===== config.mk =====
export PLATFORM = sky130hd
export DESIGN_NAME = keypad_code_lock
export DESIGN_NICKNAME = d
export VERILOG_FILES = /design/src/rtl/core/kcl_pkg.sv /design/src/rtl/core/keypad_code_lock.sv
export SDC_FILE = /design/constraint.sdc
export NUM_CORES = 1
export LEC_CHECK = 0
export BUFFER_PORTS_ARGS = -buffer_cell sky130_fd_sc_hd__buf_2
export CORE_MARGIN = 2
export CORE_UTILIZATION = 45
export CTS_CLUSTER_DIAMETER = 80
export DETAILED_ROUTE_END_ITERATION = 8
export GPL_ROUTABILITY_DRIVEN = 0
export SLEW_MARGIN = 20
export SYNTH_ARGS = -nofsm -noshare
export SYNTH_HDL_FRONTEND = slang
export SYNTH_SLANG_ARGS = --single-unit
export TNS_END_PERCENT = 20

===== constraint.sdc =====
create_clock -name clk -period 7.5 [get_ports clk]
set_input_delay 0.75 -clock clk [delete_from_list [all_inputs] [get_ports clk]]
set_output_delay 0.75 -clock clk [all_outputs]
set_load 0.02 [all_outputs]

===== src/rtl/core/kcl_pkg.sv =====
// Package for the keypad code lock: key codes, event codes, phase type,
// configuration register indexes and the result beat type.
// No dependencies.
package kcl_pkg;

	localparam logic [7:0] KEY_NONE = 8'h00;
	localparam logic [7:0] KEY_HASH = 8'h23;
	localparam logic [7:0] KEY_STAR = 8'h2A;
	localparam logic [7:0] KEY_A    = 8'h41;
	localparam logic [7:0] KEY_B    = 8'h42;
	localparam logic [7:0] KEY_C    = 8'h43;
	localparam logic [7:0] KEY_D    = 8'h44;

	localparam logic [1:0] REG_CODE_VALUE  = 2'd0;
	localparam logic [1:0] REG_CODE_LENGTH = 2'd1;
	localparam logic [1:0] REG_ATTEMPT_LIM = 2'd2;
	localparam logic [1:0] REG_CRED_READY  = 2'd3;

	localparam logic [3:0] MAX_WRONG = 4'd15;

	typedef enum logic [3:0] {
		EV_IGNORED  = 4'd0,
		EV_STARTED  = 4'd1,
		EV_ADDED    = 4'd2,
		EV_ERASED   = 4'd3,
		EV_ACCEPTED = 4'd4,
		EV_WRONG    = 4'd5,
		EV_LOCKED   = 4'd6,
		EV_FACE     = 4'd7,
		EV_FINGER   = 4'd8,
		EV_SESSION  = 4'd9,
		EV_NO_LINK  = 4'd10
	} event_t;

	typedef enum logic {
		PH_IDLE  = 1'b0,
		PH_ENTER = 1'b1
	} phase_t;

	typedef struct packed {
		event_t     ev;
		logic [1:0] cursor;
		logic [3:0] attempt;
		logic [3:0] left;
		logic       beep;
	} result_t;

endpackage


===== src/rtl/core/keypad_code_lock.sv =====
// Keypad code lock: one result beat for every input beat.
// Depends on kcl_pkg for key codes, event codes and the result type.
//
// Every accepted input beat is decoded against the lock state combinationally and
// produces exactly one result beat; a new input beat can be taken in every cycle
// in which in_stall is low. The result sits in an output register backed by one skid
// register, so input keeps flowing for one beat while the output is stalled; in_stall
// rises only when both hold a result. Configuration must be written through
// cfg_wen/cfg_addr/cfg_wdata only while idle; the block does not enforce this.
module keypad_code_lock
	import kcl_pkg::*;
#(
	parameter int ENTRY_LENGTH = 4
) (
	input  logic        clk,
	input  logic        arst_n,
	input  logic        cfg_wen,
	input  logic [1:0]  cfg_addr,
	input  logic [31:0] cfg_wdata,
	input  logic        in_valid,
	output logic        in_stall,
	input  logic        action,
	input  logic [7:0]  key_code,
	input  logic        link_up,
	output logic        out_valid,
	input  logic        out_stall,
	output logic [3:0]  event_res,
	output logic [1:0]  cursor,
	output logic [3:0]  attempt_number,
	output logic [3:0]  tries_left,
	output logic        beep
);

	localparam int CNT_W = $clog2(ENTRY_LENGTH + 1);
	localparam logic [3:0] ENTRY_MAX = 4'(ENTRY_LENGTH);

	// Configuration registers
	logic [31:0] code_value_q;
	logic [2:0]  code_length_q;
	logic [3:0]  attempt_limit_q;
	logic        cred_ready_q;

	// Lock state
	phase_t           phase_q, phase_d;
	logic [7:0]       keys_q [ENTRY_LENGTH];
	logic [7:0]       keys_d [ENTRY_LENGTH];
	logic [CNT_W-1:0] count_q, count_d;
	logic [3:0]       wrong_q, wrong_d;
	logic             accepted_q, accepted_d;
	logic             locked_q, locked_d;

	// Output register and skid register
	result_t out_q, skid_q, res;
	logic    out_valid_q, skid_valid_q;
	logic    in_acc, out_fire;

	logic [3:0]  count_x;
	logic [3:0]  wrong_inc;
	logic [63:0] code_x;
	logic        match;

	assign in_stall = skid_valid_q;
	assign in_acc   = in_valid && !in_stall;
	assign out_fire = out_valid_q && !out_stall;

	assign count_x   = 4'(count_q);
	assign wrong_inc = (wrong_q == MAX_WRONG) ? MAX_WRONG : wrong_q + 4'd1;
	assign code_x    = {32'b0, code_value_q};

	// Code bytes past the fourth are zero, so longer codes never match.
	always_comb begin
		match = (count_x == {1'b0, code_length_q});
		for (int i = 0; i < ENTRY_LENGTH; i++) begin
			if ((4'(i) < count_x) && (keys_q[i] != code_x[8*i +: 8])) begin
				match = 1'b0;
			end
		end
	end

	always_comb begin
		phase_d    = phase_q;
		keys_d     = keys_q;
		count_d    = count_q;
		wrong_d    = wrong_q;
		accepted_d = accepted_q;
		locked_d   = locked_q;
		res.ev      = EV_IGNORED;
		res.cursor  = 2'd0;
		res.attempt = wrong_inc;
		res.left    = 4'd0;
		res.beep    = 1'b0;

		if (action) begin
			phase_d    = PH_IDLE;
			for (int i = 0; i < ENTRY_LENGTH; i++) keys_d[i] = 8'd0;
			count_d    = '0;
			wrong_d    = 4'd0;
			accepted_d = 1'b0;
			locked_d   = 1'b0;
			res.ev      = EV_SESSION;
			res.attempt = 4'd1;
		end else if (cred_ready_q && key_code != KEY_NONE && !accepted_q && !locked_q) begin
			if (phase_q != PH_ENTER) begin
				case (key_code)
					KEY_HASH, KEY_STAR, KEY_A, KEY_B: res.ev = EV_IGNORED;
					KEY_D: res.ev = link_up ? EV_FACE : EV_NO_LINK;
					KEY_C: res.ev = EV_FINGER;
					default: begin
						for (int i = 0; i < ENTRY_LENGTH; i++) keys_d[i] = 8'd0;
						keys_d[0] = key_code;
						count_d   = CNT_W'(1);
						phase_d   = PH_ENTER;
						res.ev    = EV_STARTED;
						res.beep  = 1'b1;
					end
				endcase
			end else begin
				res.beep = 1'b1;
				case (key_code)
					KEY_HASH: begin
						if (count_x != 4'd0) begin
							phase_d = PH_IDLE;
							for (int i = 0; i < ENTRY_LENGTH; i++) keys_d[i] = 8'd0;
							count_d = '0;
							if (match) begin
								accepted_d = 1'b1;
								res.ev     = EV_ACCEPTED;
							end else begin
								wrong_d = wrong_inc;
								if (wrong_inc >= attempt_limit_q) begin
									locked_d = 1'b1;
									res.ev   = EV_LOCKED;
								end else begin
									res.ev   = EV_WRONG;
									res.left = attempt_limit_q - wrong_inc;
								end
							end
						end
					end
					KEY_STAR: begin
						if (count_x != 4'd0) begin
							count_d = count_q - CNT_W'(1);
							for (int i = 0; i < ENTRY_LENGTH; i++) begin
								if (4'(i) == count_x - 4'd1) keys_d[i] = 8'd0;
							end
							res.ev     = EV_ERASED;
							res.cursor = 2'(count_x - 4'd1);
						end
					end
					KEY_A, KEY_B, KEY_C, KEY_D: res.ev = EV_IGNORED;
					default: begin
						if (count_x < ENTRY_MAX) begin
							for (int i = 0; i < ENTRY_LENGTH; i++) begin
								if (4'(i) == count_x) keys_d[i] = key_code;
							end
							count_d    = count_q + CNT_W'(1);
							res.ev     = EV_ADDED;
							res.cursor = count_x[1:0];
						end
					end
				endcase
			end
		end
	end

	always_ff @(posedge clk or negedge arst_n) begin
		if (!arst_n) begin
			code_value_q    <= 32'd0;
			code_length_q   <= 3'd4;
			attempt_limit_q <= 4'd3;
			cred_ready_q    <= 1'b0;
		end else if (cfg_wen) begin
			case (cfg_addr)
				REG_CODE_VALUE:  code_value_q    <= cfg_wdata;
				REG_CODE_LENGTH: code_length_q   <= cfg_wdata[2:0];
				REG_ATTEMPT_LIM: attempt_limit_q <= cfg_wdata[3:0];
				REG_CRED_READY:  cred_ready_q    <= cfg_wdata[0];
				default: ;
			endcase
		end
	end

	always_ff @(posedge clk or negedge arst_n) begin
		if (!arst_n) begin
			phase_q    <= PH_IDLE;
			count_q    <= '0;
			wrong_q    <= 4'd0;
			accepted_q <= 1'b0;
			locked_q   <= 1'b0;
			for (int i = 0; i < ENTRY_LENGTH; i++) keys_q[i] <= 8'd0;
		end else if (in_acc) begin
			phase_q    <= phase_d;
			count_q    <= count_d;
			wrong_q    <= wrong_d;
			accepted_q <= accepted_d;
			locked_q   <= locked_d;
			keys_q     <= keys_d;
		end
	end

	// A new beat lands in the output register when it is free or being taken;
	// otherwise it waits in the skid register, which stops further input.
	always_ff @(posedge clk or negedge arst_n) begin
		if (!arst_n) begin
			out_valid_q  <= 1'b0;
			skid_valid_q <= 1'b0;
		end else if (skid_valid_q) begin
			if (out_fire) skid_valid_q <= 1'b0;
		end else if (in_acc) begin
			if (out_valid_q && !out_fire) skid_valid_q <= 1'b1;
			out_valid_q <= 1'b1;
		end else if (out_fire) begin
			out_valid_q <= 1'b0;
		end
	end

	always_ff @(posedge clk) begin
		if (skid_valid_q) begin
			if (out_fire) out_q <= skid_q;
		end else if (in_acc) begin
			if (out_valid_q && !out_fire) skid_q <= res;
			else out_q <= res;
		end
	end

	assign out_valid      = out_valid_q;
	assign event_res      = out_q.ev;
	assign cursor         = out_q.cursor;
	assign attempt_number = out_q.attempt;
	assign tries_left     = out_q.left;
	assign beep           = out_q.beep;

endmodule

# Word-level counts from Yosys, hierarchy flattened
# Cells that the tools add are included.
[classes] eq_ne=37 n_reduce_logical=48 bitwise=1 muxes=87 addsub=5 order_cmp=6
[ops] operator="$mux W32" count=7
[ops] operator="$pmux W32 S3" count=1
[ops] operator="$mux W4" count=18
[ops] operator="$mux W8" count=8
[ops] operator="$mux W15" count=4
[ops] operator="$reduce_and A9 Y1" count=4
[ops] operator="$eq A8 B7 Y1 const B" count=4
[ops] operator="$ne A8 B8 Y1" count=4
[ops] operator="$mux W1" count=30
[ops] operator="$ne A5 B2 Y1 const B" count=5
[ops] operator="$mux W3" count=8
[ops] operator="$ne A4 B4 Y1 const B" count=6
[ops] operator="$pmux W3 S3" count=2
[ops] operator="$eq A8 B6 Y1 const B" count=2
[ops] operator="$reduce_bool A2 Y1" count=8
[ops] operator="$reduce_and A7 Y1" count=2
[ops] operator="$pmux W4 S3" count=1
[ops] operator="$reduce_and A2 Y1" count=6
[ops] operator="$reduce_and A6 Y1" count=2
[ops] operator="$logic_and A1 B1 Y1" count=10
[ops] operator="$mux W5" count=2
[ops] operator="$eq A2 B4 Y1 const A" count=2
[ops] operator="$logic_not A4 Y1" count=2
[ops] operator="$mux W2" count=4
[ops] operator="other kinds (31)" count=42
[totals] output_inout_bits=17 reg_bits=114 wordCells=209 in_bits=49

# Depth between registers and ports, before layout
# Gate-level depths: netlist of the first run.
[depth] depth_word=15 ltp_mapped=11 depth_no_buf=11

# Worst setup path after synthesis of the first run
# OpenSTA, ideal clock, no wires.
[synth_timing] path_type="input-to-reg" startpoint="input port key_code[6]" endpoint="register keys_q[26] (netlist name)" setup_time_ns=0.125 path_buffers=1 arrival_time_ns=2.746 setup_slack_ns=4.629 t_required_ns=7.375 cell_stages=8 path_cell_list="buf_6 or3_4 nor2_4 nand2_1 ha_1 a211oi_4 nand3_4 mux2_2"
[synth_via] elab_chain_cells=6 elab_cells_between_ends=25 cone_classes="13 x eq/ne; 4 x mux; 8 x reduce/logical"
[synth_lines] element="from (decl)" line_no="keypad_code_lock.sv:23" text="input logic [7:0] key_code,"
[synth_lines] element="$eq A8 B7 Y1 or $reduce_bool A8 Y1 (tied branches)" line_no="keypad_code_lock.sv:104, keypad_code_lock.sv:119, keypad_code_lock.sv:102"
[synth_lines] element="$reduce_or A4 Y1 or $logic_and A1 B1 Y1 (tied branches)" line_no="keypad_code_lock.sv:119, keypad_code_lock.sv:102"
[synth_lines] element="$pmux W32 S3 or $logic_and A1 B1 Y1 (tied branches)" line_no="keypad_code_lock.sv:119, keypad_code_lock.sv:102"
[synth_lines] element="$mux W32 or $logic_and A1 B1 Y1 (tied branches)" line_no="keypad_code_lock.sv:103, keypad_code_lock.sv:102"
[synth_lines] element="$mux W32 or $reduce_bool A2 Y1 (tied branches)"
[synth_lines] element="$mux W32 or $reduce_and A9 Y1 (tied branches)"
[synth_lines] element="to (signal assigned)" line_no="keypad_code_lock.sv:197" text="keys_q <= keys_d;"
[synth_lines] element="to (decl)" line_no="keypad_code_lock.sv:45" text="logic [7:0] keys_q [ENTRY_LENGTH];"
# Parallel ways exist; a longest one is shown, timed or not. The select of a mux whose other input is x is not followed.
# A chain may end at the register's enable or synchronous reset.

# Worst setup path after layout of the first run
[layout_timing] startpoint="register count_q[2]" endpoint="register wrong_q[1]"
[layout_via] elab_chain_cells=8 elab_cells_between_ends=17 cone_classes="4 x order compare; 2 x eq/ne; 4 x mux; 7 x reduce/logical"
[layout_lines] element="from (decl)" line_no="keypad_code_lock.sv:47" text="logic [CNT_W-1:0] count_q, count_d;"
[layout_lines] element="from (signal assigned)" line_no="keypad_code_lock.sv:193" text="count_q <= count_d;"
[layout_lines] element="$lt A1 B3 Y1" line_no="keypad_code_lock.sv:74" text="if ((4'(i) < count_x) && (keys_q[i] != code_x[8*i +: 8])) begin"
[layout_lines] element="$logic_and A1 B1 Y1" line_no="keypad_code_lock.sv:74"
[layout_lines] element="$mux W1 (4 in a row)" line_no="keypad_code_lock.sv:74"
[layout_lines] element="$ne A2 B2 Y1 (no line)"
[layout_lines] element="$reduce_and A6 Y1 (no line) (*)"
[layout_lines] element="to (signal assigned)" line_no="keypad_code_lock.sv:194" text="wrong_q <= wrong_d;"
[layout_lines] element="to (decl)" line_no="keypad_code_lock.sv:48" text="logic [3:0] wrong_q, wrong_d;"
# Mark *: on every way between the ends. The rest lies on a longest branch, timed or not.

==> metrics, run 1 <==
Util after Layout=approximately 54%; post-CTS setup buffer count=0; buffer levels on the longest clock path=2; top cells by area, synth=dfrtp_1, edfxtp_1, mux2_2, xnor2_1, xor2_1; type of element launching the critical path=flip-flop; worst skew pair latency=about 420 ps; Ports=66; setup TNS=0 ps; CP Class=reg2reg; Synth Register Bits=114; Unique masters post-synth=between 60 and 70; Slew headroom=between 40% and 50%; Most used DFF post-synth=dfrtp_1; CTS tree=done; Tcrit/Tclk final=40.2%; CP bufs+invs=1; number of antenna violations at the first check in global routing=0; Vias/cell=5.61; pwr/cell area=339 nW/µm²; CTS Buf Count=17; n_diodes=0; Fill cells=1151; crit end category=flip-flop; Die W=119 µm; Tmin final=3020 ps; Final HPWL DP=9840 µm; Max FO, Critical Path=11; Area Overhead vs Synth=17.9%; count of input and output buffers=65; global route overflow=0; core area=13100 µm²; Post-Synthesis Cells=just over 500; synthesized cell area=about 6000 µm²; top cell type's share of synthesized area=34.0%; final hold viol count=0; crit path cell chain=inv_1 -> ha_1 -> nor4_1 -> nand2_1 -> o21ai_0 -> o31a_1 -> mux2_2; Lkg Pwr=2.93 nW; peak supply drop=about 0.16 mV; number of remaining DRC errors=0; gr usage total=20.0%; Antenna Nets Post-Route=0; outcome=completed; Critical Path RT=7800 ps; ys async rst share=73.7%; DR vias=~4300; f_max=332 MHz; Tot Pwr=0.00238 W; FP Rows=42; CP top delay family=simple AND/OR/NAND/NOR gates; largest area contributor in the netlist=dfrtp_1; min-delay worst type=in2async; Min Hold Slack=258 ps; largest stage delay on the critical path=630 ps; final setup vio count=0; syn nets=between 500 and 600; htree depth=4; vias in the first global route=4322; Slew Limit Fails=0; Worst-Margin Slew=between 800 and 900 ps; drt total wl=13400 µm; Starting Density=45.6%; number of max-cap violations=0; Resized Gates After CTS=0; Die Ht=119 µm; slowest CP cell=nor4_1; Clock Pin Slew Worst Setup and Hold Paths=50 ps; Arrival @ worst endpoint=3310 ps; RSZ-0062 raised after global routing=false; sequential area share after synthesis=50.4%; layout cells sized above 1=31.7%; wire per inst=17.5 µm; Yosys warnings=0; Pre-antenna DRT Iters=5; largest net degree at the start of global routing=55; Root Driver=clkbuf_16; hold-fix buffers at CTS=0; Die ar.=14200 µm²; Clock Sink Count=114; Initial DRC Count=289; Syn Area/Cell=11.7 µm²; Final nets=around 640; first-pass GRT wire length=21900 µm; clk_skew=8.88 ps; Post-synth EDFFs=30
[layout make-up]
class	count	area (µm²)	share of cell area (%)
sequential	114	3010	42.7
clock inverter	5	75.1	1.07
tap	176	220	3.13
multi-input combinational	353	2790	39.7
clock buffer	26	500	7.11
inverter	22	82.6	1.17
timing repair buffer	69	358	5.09
[cell families after synthesis]
kind of cell               Yosys count  share of synthesized area [%]
and+or+nand+nor                    146                           14.3
adders and majority gates           10                           2.35
muxes                               71                           13.3
xor gates and xnor gates            38                           5.58
AOI/OAI and AO/OA                   88                           11.2
buffers and inverters               43                           2.91
DFF                                114                           50.4
[layout by cell type (no fill, tap or decap), drive strengths merged, types with 7 or more instances in the layout]
master and count:
dfrtp 81, buf 69, mux2 68, nand2 31, edfxtp 30, clkbuf 26
inv 21, nand3 21, xnor2 20, nor2 20, xor2 18, o21ai 17
a21oi 15, nor4 11, and3 10, nor2b 9, o31ai 9, nand4 8
ha 8, nand3b 7, a22o 7
[final timing paths]
| kind | from | to | slack [ps] | cells after the start |
|---|---|---|---|---|
| max | count_q[2]$_DFFE_PN0P_ | wrong_q[1]$_DFFE_PN0P_ | 4480 | 7 |
| min | arst_n | keys_q[31]$_DFFE_PN0P_ | 260 | 1 |
| max reg2reg | count_q[2]$_DFFE_PN0P_ | wrong_q[1]$_DFFE_PN0P_ | 4480 | 7 |
| min reg2reg | skid_q[3]$_DFFE_PP_ | tries_left[2]$_DFFE_PP_ | 520 | 2 |
| max in group asynchronous | arst_n | out_valid$_DFFE_PN0P_ | 6220 | 2 |
| min in group clk | skid_q[3]$_DFFE_PP_ | tries_left[2]$_DFFE_PP_ | 520 | 2 |
[synth_stat cells, types with 8 or more instances]
| master | number |
|---|---|
| nor2_1 | 19 |
| nor4_1 | 11 |
| dfrtp_1 | 81 |
| xnor2_1 | 20 |
| o21ai_0 | 15 |
| edfxtp_1 | 30 |
| xor2_1 | 18 |
| nand2_1 | 31 |
| nand3_1 | 17 |
| o31ai_1 | 9 |
| ha_1 | 8 |
| nand4_1 | 8 |
| nor2b_1 | 9 |
| mux2_2 | 68 |
| a21oi_1 | 13 |
| clkbuf_1 | 16 |
| inv_1 | 21 |
| and3_1 | 10 |
[metal layers]
layer  GRT usage [%]  part of all wire, %  up-vias
met5               0                    0        -
met4            9.67                  2.9        0
met3            5.60                  6.6       29
met2            31.9                   47      154
met1            25.0                   43     2097
li1                -                    -     2010
[through the flow]
step	cells	instance area [µm²]	setup slack, ps
after floorplan	510	5970	4630
after global placement	734	6460	4210
after detailed placement	734	6460	4140
after CTS	765	7040	4530
after global routing	765	7040	4270
final	765	7040	4480
[registers in the layout, summed over array words and instances, names as in the netlist, 2 cells and up]
register	cells
count_q	3
code_length_q	3
attempt_limit_q	4
event_res	4
keys_q	32
wrong_q	4
skid_q	15
code_value_q	32
attempt_number	4
tries_left	4
cursor	2
[power breakdown]
part	leakage [nW]	switching, W	internal, W
logic	1.30	0.000359	0.000291
clock network	0.283	0.000261	0.000522
registers	1.34	0.000138	0.000814
total	2.93	0.000758	0.00163
(Power assumes the default switching activity.)
==> run 2: changes to the inputs <==
--- a/config.mk
+++ b/config.mk
@@ -5,6 +5,7 @@
 export SDC_FILE = /design/constraint.sdc
 export NUM_CORES = 1
 export LEC_CHECK = 0
+export ABC_AREA = 1
 export BUFFER_PORTS_ARGS = -buffer_cell sky130_fd_sc_hd__buf_2
 export CORE_MARGIN = 2
 export CORE_UTILIZATION = 45
==> constraint.sdc (replaced) <==
create_clock -name clk -period 2.9 [get_ports clk]
set_input_delay 0.29 -clock clk [delete_from_list [all_inputs] [get_ports clk]]
set_output_delay 0.29 -clock clk [all_outputs]
set_load 0.02 [all_outputs]
==> metrics, run 2 <==
Die W=118 µm (-0.99%); Initial DRC Count=260 (-10%); Synth top cells by count=nand2_1, dfrtp_1, inv_1; hold path depth=2; ys async rst share=73.7% (unchanged); min-delay worst type=in2reg; first-pass GRT wire length=21900 µm (-0.22%); Antenna Nets Post-Route=0 (unchanged); count of input and output buffers=65 (unchanged); setup TNS=0 ps (unchanged); Unique masters post-synth=36 (-46%); worst reg2reg startpoint=wrong_q[0]$_DFFE_PN0P_; Yosys warnings=0 (unchanged); FP Rows=41 (-2.4%); FF-to-FF setup slack=280 ps (-4200 ps); CP bufs+invs=2 (+1); Hold Path Sink=code_value_q[27]$_DFFE_PN0P_; synthesized cell area=5850 µm² (-2.0%); Slew headroom=49.3% (+7.6 points); Starting Density=46.1% (+0.53 points); Root Driver=clkbuf_16; sequential area share after synthesis=51.4% (+1.0 points); CP Class=reg2reg; Tot Pwr=0.00628 W (+160%); clk_skew=7.72 ps (-1.15 ps); RSZ-0062 raised after global routing=false; register share of total power=37.3% (-2.6 points); top cell type's share of synthesized area=34.7% (+0.70 points); leading cell type in the layout, fill and taps excluded=nand2_1; Resized Gates After CTS=0 (unchanged); largest net degree at the start of global routing=85 (+55%); top cells by area, synth=dfrtp_1, edfxtp_1, nand2_1, nand3_1, mux2_2; HP Start=cfg_wdata[27]; core area=12700 µm² (-3.2%); Reg2Reg Capture Point=event_res[1]$_DFFE_PP_; Slew Limit Fails=0 (unchanged); layout cells sized above 1=19.6% (-12 points); Sw Share=32.5% (+0.69 points); peak supply drop=0.660 mV (+320%); Internal=0.00424 W (+160%); pwr/cell area=894 nW/µm² (+160%); largest stage delay on the critical path=410 ps (-220 ps); number of max-cap violations=0 (unchanged); global route overflow=0 (unchanged); final setup vio count=0 (unchanged); Pre-antenna DRT Iters=4 (-1); largest registers=code_value_q x32, keys_q x32, skid_q x15; Die Ht=118 µm (-0.99%); Clock Pin Slew Worst Setup and Hold Paths=60 ps (about the same); Tcrit/Tclk final=90.4% (+50 points); n_diodes=0 (unchanged); CTS tree=done; CTS Buf Count=17 (unchanged); Vias/cell=4.92 (-12%); Setup WS post-layout=280 ps (-4200 ps); wire per inst=14.1 µm (-20%); DR vias=4580 (+6.8%); crit path cell chain=ha_1 -> nand2_1 -> nor2_1 -> inv_1 -> nand2_1 -> ha_1 -> fa_1 -> o21ai_0 -> and2_1 -> inv_1 -> nand2_1 -> o21bai_1 -> nand3_1 -> nand3_1 -> nand2_1; Post-synth EDFFs=30 (unchanged); CP top delay family=adder cells; outcome=completed; Clock Sink Count=114 (unchanged); vias in the first global route=4465 (+3.3%); Synth Register Bits=114 (unchanged); crit end category=flip-flop; largest area contributor in the netlist=dfrtp_1; gr usage total=20.2% (+0.18 points); Clock power frac=35.4% (+2.6 points); Area Overhead vs Synth=20.2%; worst skew pair latency=420 ps (about the same); dpl ws=330 ps (-3810 ps); Syn Area/Cell=8.75 µm² (-25%); Final HPWL DP=9730 µm (-1.1%); Die ar.=13900 µm² (-2.0%); number of cell instances on the worst register-to-register path=15 (+8); Post-Synthesis Cells=668 (+31%); buffer levels on the longest clock path=2 (unchanged); htree depth=4 (unchanged); Most used DFF post-synth=dfrtp_1; Worst-Margin Slew=761 ps (-106 ps); slowest CP cell=dfrtp_1; type of element launching the critical path=flip-flop; NetSw=0.00204 W (+170%); Lkg Pwr=3.36 nW (+15%); syn nets=727 (+28%); cell mode on critical path=nand2_1; Arrival @ worst endpoint=2790 ps (-520 ps); final hold viol count=0 (unchanged); number of antenna violations at the first check in global routing=0 (unchanged); Final nets=806 (+27%); most common cell in the netlist=nand2_1; Critical Path RT=3070 ps (-4730 ps); Ports=66 (unchanged); f_max=382 MHz (+15%); number of remaining DRC errors=0 (unchanged); commonest cells after routing, fill and taps aside=nand2_1, dfrtp_1, buf_2, inv_1; Logic pwr share=27.3% (about the same); Max FO, Critical Path=5 (-6); drt total wl=13100 µm (-2.1%); Tmin final=2620 ps (-395 ps)
-- run 2: changes by cell type in the layout (fill, tap and decap cells not counted), moves of 7 or more --
cell / change
o31ai_1: -9
nand3_1: +39
o21ai_0: +17
mux2_2: -46
nor2_1: +37
inv_1: +41
xnor2_1: +8
nor2b_1: -9
xor2_1: -13
and3_1: -10
a22o_1: -7
nor4_1: -11
a21oi_1: +10
nand2_1: +161
-- run 2: stage by stage --
| stage | area [µm²] | hold slack (ps) | utilization (%) | std cells |
|---|---|---|---|---|
| after floorplan | 5850 | -5.59 | - | 668 |
| after global placement | 6380 | 476 | 50.3 | 899 |
| after detailed placement | 6380 | 482 | 50.3 | 899 |
| after CTS | 7020 | 87.2 | 55.4 | 930 |
| after global routing | 7030 | 94.9 | 55.5 | 931 |
| final | 7030 | 106 | 55.5 | 931 |
-- run 2: how the worst max path moves through the flow --
| stage | from | endpoint | slack [ps] | cells after the start |
|---|---|---|---|---|
| finish | wrong_q[0]$_DFFE_PN0P_ | event_res[1]$_DFFE_PP_ | 280 | 15 |
| global route | wrong_q[0]$_DFFE_PN0P_ | event_res[1]$_DFFE_PP_ | 70 | 15 |
| CTS | wrong_q[0]$_DFFE_PN0P_ | event_res[1]$_DFFE_PP_ | 300 | 15 |
| detailed placement | wrong_q[0]$_DFFE_PN0P_ | event_res[1]$_DFFE_PP_ | 330 | 15 |
| global placement | wrong_q[0]$_DFFE_PN0P_ | event_res[1]$_DFFE_PP_ | 390 | 15 |
| floorplan | wrong_q[0]$_DFFE_PN0P_ | event_res[1]$_DFFE_PP_ | 530 | 15 |
-- run 2: cell type report --
class,instances,area (µm²)
clock buffer,23,520
timing repair buffer,74,402
inverter,68,255
tap,172,215
fill,1172,5640
sequential,114,3010
clock inverter,8,118
multi-input combinational,472,2510
-- run 2: worst reg2reg max path, delay by kind of cell, from the launching register on --
family	cells	cell delay, ps
simple gates	8	700
compound gates	2	270
buf+inv	2	120
fa+ha+maj	3	870
flops	1	410
-- run 2: repair_timing --
item	CTS	global route
endpoints found under the hold margin	0	45
hold buffers	0	1
setup buffers	0	0
-- run 2: power by group through the flow --
stage / sequential, W / clock [W] / combinational, W
after floorplan: 0.00243 / 0 / 0.00115
after global placement: 0.00235 / 0 / 0.00168
after detailed placement: 0.00237 / 0 / 0.00173
after CTS: 0.00234 / 0.00227 / 0.00173
after global routing: 0.00239 / 0.00234 / 0.00195
final: 0.00234 / 0.00222 / 0.00172
-- run 2: metal layers --
layer | global-route usage (%) | up-vias | routed length [µm]
met5 | 0 | - | 0
met4 | 7.98 | 0 | 333
met3 | 6.25 | 23 | 491
met2 | 30.7 | 91 | 6040
met1 | 26.9 | 2141 | 6260
li1 | - | 2325 | -
-- run 2: cell families (layout without fill, tap and decap cells) --
family / after synthesis / after routing / synth area share, %
AND/OR/NAND/NOR: 334 / 334 / 24.5
flip-flops: 114 / 114 / 51.4
buffers and inverters: 82 / 173 / 5.67
AO/OA/AOI/OAI: 73 / 73 / 6.85
XOR/XNOR: 33 / 33 / 4.94
multiplexers: 22 / 22 / 4.24
adder cells (fa/ha/maj): 10 / 10 / 2.40
==> run 3: changes to the inputs <==
--- a/config.mk
+++ b/config.mk
@@ -7,6 +7,7 @@
 export LEC_CHECK = 0
 export ABC_AREA = 1
 export BUFFER_PORTS_ARGS = -buffer_cell sky130_fd_sc_hd__buf_2
+export CORE_ASPECT_RATIO = 0.75
 export CORE_MARGIN = 2
 export CORE_UTILIZATION = 45
 export CTS_CLUSTER_DIAMETER = 80
==> metrics, run 3 (synthesis gave the netlist of run 2 again) <==
cell mode on critical path=nand2_1; CP Class=reg2reg; number of antenna violations at the first check in global routing=0 (unchanged); Die W=136 µm (+15%); min-delay worst type=in2reg; final hold viol count=0 (unchanged); Internal=0.00399 W (-6.0%); vias in the first global route=4337 (-2.9%); slowest CP cell=dfrtp_1; crit end category=flip-flop; setup TNS=0 ps (unchanged); number of max-cap violations=0 (unchanged); clk_skew=10.4 ps (+2.67 ps); Critical Path RT=3060 ps (about the same); Vias/cell=5.00 (+1.6%); Antenna Nets Post-Route=0 (unchanged); Clock Pin Slew Worst Setup and Hold Paths=60 ps (about the same); global route overflow=0 (unchanged); Area Overhead vs Synth=18.7%; largest registers=code_value_q x32, keys_q x32, skid_q x15; Final nets=804 (-0.25%); f_max=375 MHz (-1.7%); core area=12800 µm² (+1.3%); commonest cells after routing, fill and taps aside=nand2_1, dfrtp_1, buf_2, inv_1; hold-fix buffers at CTS=0 (unchanged); peak supply drop=0.482 mV (-27%); Tot Pwr=0.00602 W (-4.3%); Pre-antenna DRT Iters=5 (+1); RSZ-0062 raised after global routing=false; drt total wl=12800 µm (-2.1%); Starting Density=45.5% (-0.60 points); wire per inst=13.8 µm (-1.9%); number of remaining DRC errors=0 (unchanged); Die Ht=103 µm (-13%); Ports=66 (unchanged); largest stage delay on the critical path=410 ps (about the same); pwr/cell area=866 nW/µm² (-3.1%); Initial DRC Count=339 (+30%); register share of total power=38.9% (+1.6 points); Arrival @ worst endpoint=2830 ps (+40 ps); n_diodes=0 (unchanged); htree depth=4 (unchanged); Sw Share=33.7% (+1.2 points); CTS tree=done; Slew Limit Fails=0 (unchanged); Clock Sink Count=114 (unchanged); CP bufs+invs=2 (unchanged); DR vias=4642 (+1.4%); Worst-Margin Slew=772 ps (+11.3 ps); Die ar.=13900 µm² (about the same); Logic pwr share=28.2% (+0.9 points); type of element launching the critical path=flip-flop; buffer levels on the longest clock path=2 (unchanged); worst skew pair latency=420 ps (about the same); FP Rows=36 (-12%); Tcrit/Tclk final=91.9% (+1.6 points); CP top delay family=adder cells; count of input and output buffers=65 (unchanged); outcome=completed; final setup vio count=0 (unchanged); gr usage total=20.4% (+0.25 points); Root Driver=clkbuf_16; Tmin final=2670 ps (+46.2 ps); Max FO, Critical Path=5 (unchanged); Resized Gates After CTS=0 (unchanged); first-pass GRT wire length=21700 µm (-0.82%); largest net degree at the start of global routing=85 (unchanged); Slew headroom=48.5% (-0.81 points); NetSw=0.00203 W (-0.71%); Clock power frac=32.8% (-2.6 points); crit path cell chain=ha_1 -> nand2_1 -> nor2_1 -> inv_1 -> nand2_1 -> ha_1 -> fa_1 -> o21ai_0 -> and2_1 -> inv_1 -> nand2_1 -> o21bai_1 -> nand3_1 -> nand3_1 -> nand2_1; layout cells sized above 1=19.3% (-0.37 points); leading cell type in the layout, fill and taps excluded=nand2_1; Final HPWL DP=9590 µm (-1.5%); post-CTS setup buffer count=0 (unchanged); Lkg Pwr=3.32 nW (-1.4%); CTS Buf Count=17 (unchanged)
[run 3: area by class of cell]
type,count,area (µm²)
clock buffer,23,489
clock inverter,9,77.6
fill,1213,5890
inverter,68,255
multi-input combinational,472,2510
sequential,114,3010
tap,171,214
timing repair buffer,72,387
[run 3: power by group through the flow]
stage	Sequential [W]	Clock [W]	Combinational, W
final	0.00234	0.00197	0.00170
after global routing	0.00239	0.00209	0.00196
after CTS	0.00235	0.00201	0.00171
after detailed placement	0.00237	0	0.00170
after global placement	0.00236	0	0.00166
after floorplan	0.00243	0	0.00115
[run 3: worst paths after layout]
check | startpoint | end | slack (ps) | cells past startpoint
min in group asynchronous | arst_n | code_value_q[11]$_DFFE_PN0P_ | 470 | 2
worst min-delay path | cfg_wdata[14] | code_value_q[14]$_DFFE_PN0P_ | 100 | 2
worst max-delay path | wrong_q[0]$_DFFE_PN0P_ | event_res[1]$_DFFE_PP_ | 230 | 15
worst min register to register | keys_q[11]$_DFFE_PN0P_ | keys_q[11]$_DFFE_PN0P_ | 490 | 2
worst max register to register | wrong_q[0]$_DFFE_PN0P_ | event_res[1]$_DFFE_PP_ | 230 | 15
max in group asynchronous | arst_n | code_value_q[17]$_DFFE_PN0P_ | 1880 | 2
[run 3: per-layer routing]
layer	up-vias	GRT usage (%)	wire length, µm
met1	2161	30.2	6500
met2	131	28.9	5460
li1	2332	-	-
met5	-	0	0
met4	0	8.41	247
met3	18	4.62	647
[run 3: stage by stage]
stage	instance area [µm²]	hold slack, ps	setup WS [ps]	std cells	util, %
floorplan	5850	-5.59	525	668	-
global placement	6360	479	381	896	49.6
detailed placement	6360	483	296	896	49.6
CTS	6930	89.9	250	928	54.0
global route	6940	89.3	27.0	929	54.1
finish	6940	103	233	929	54.1
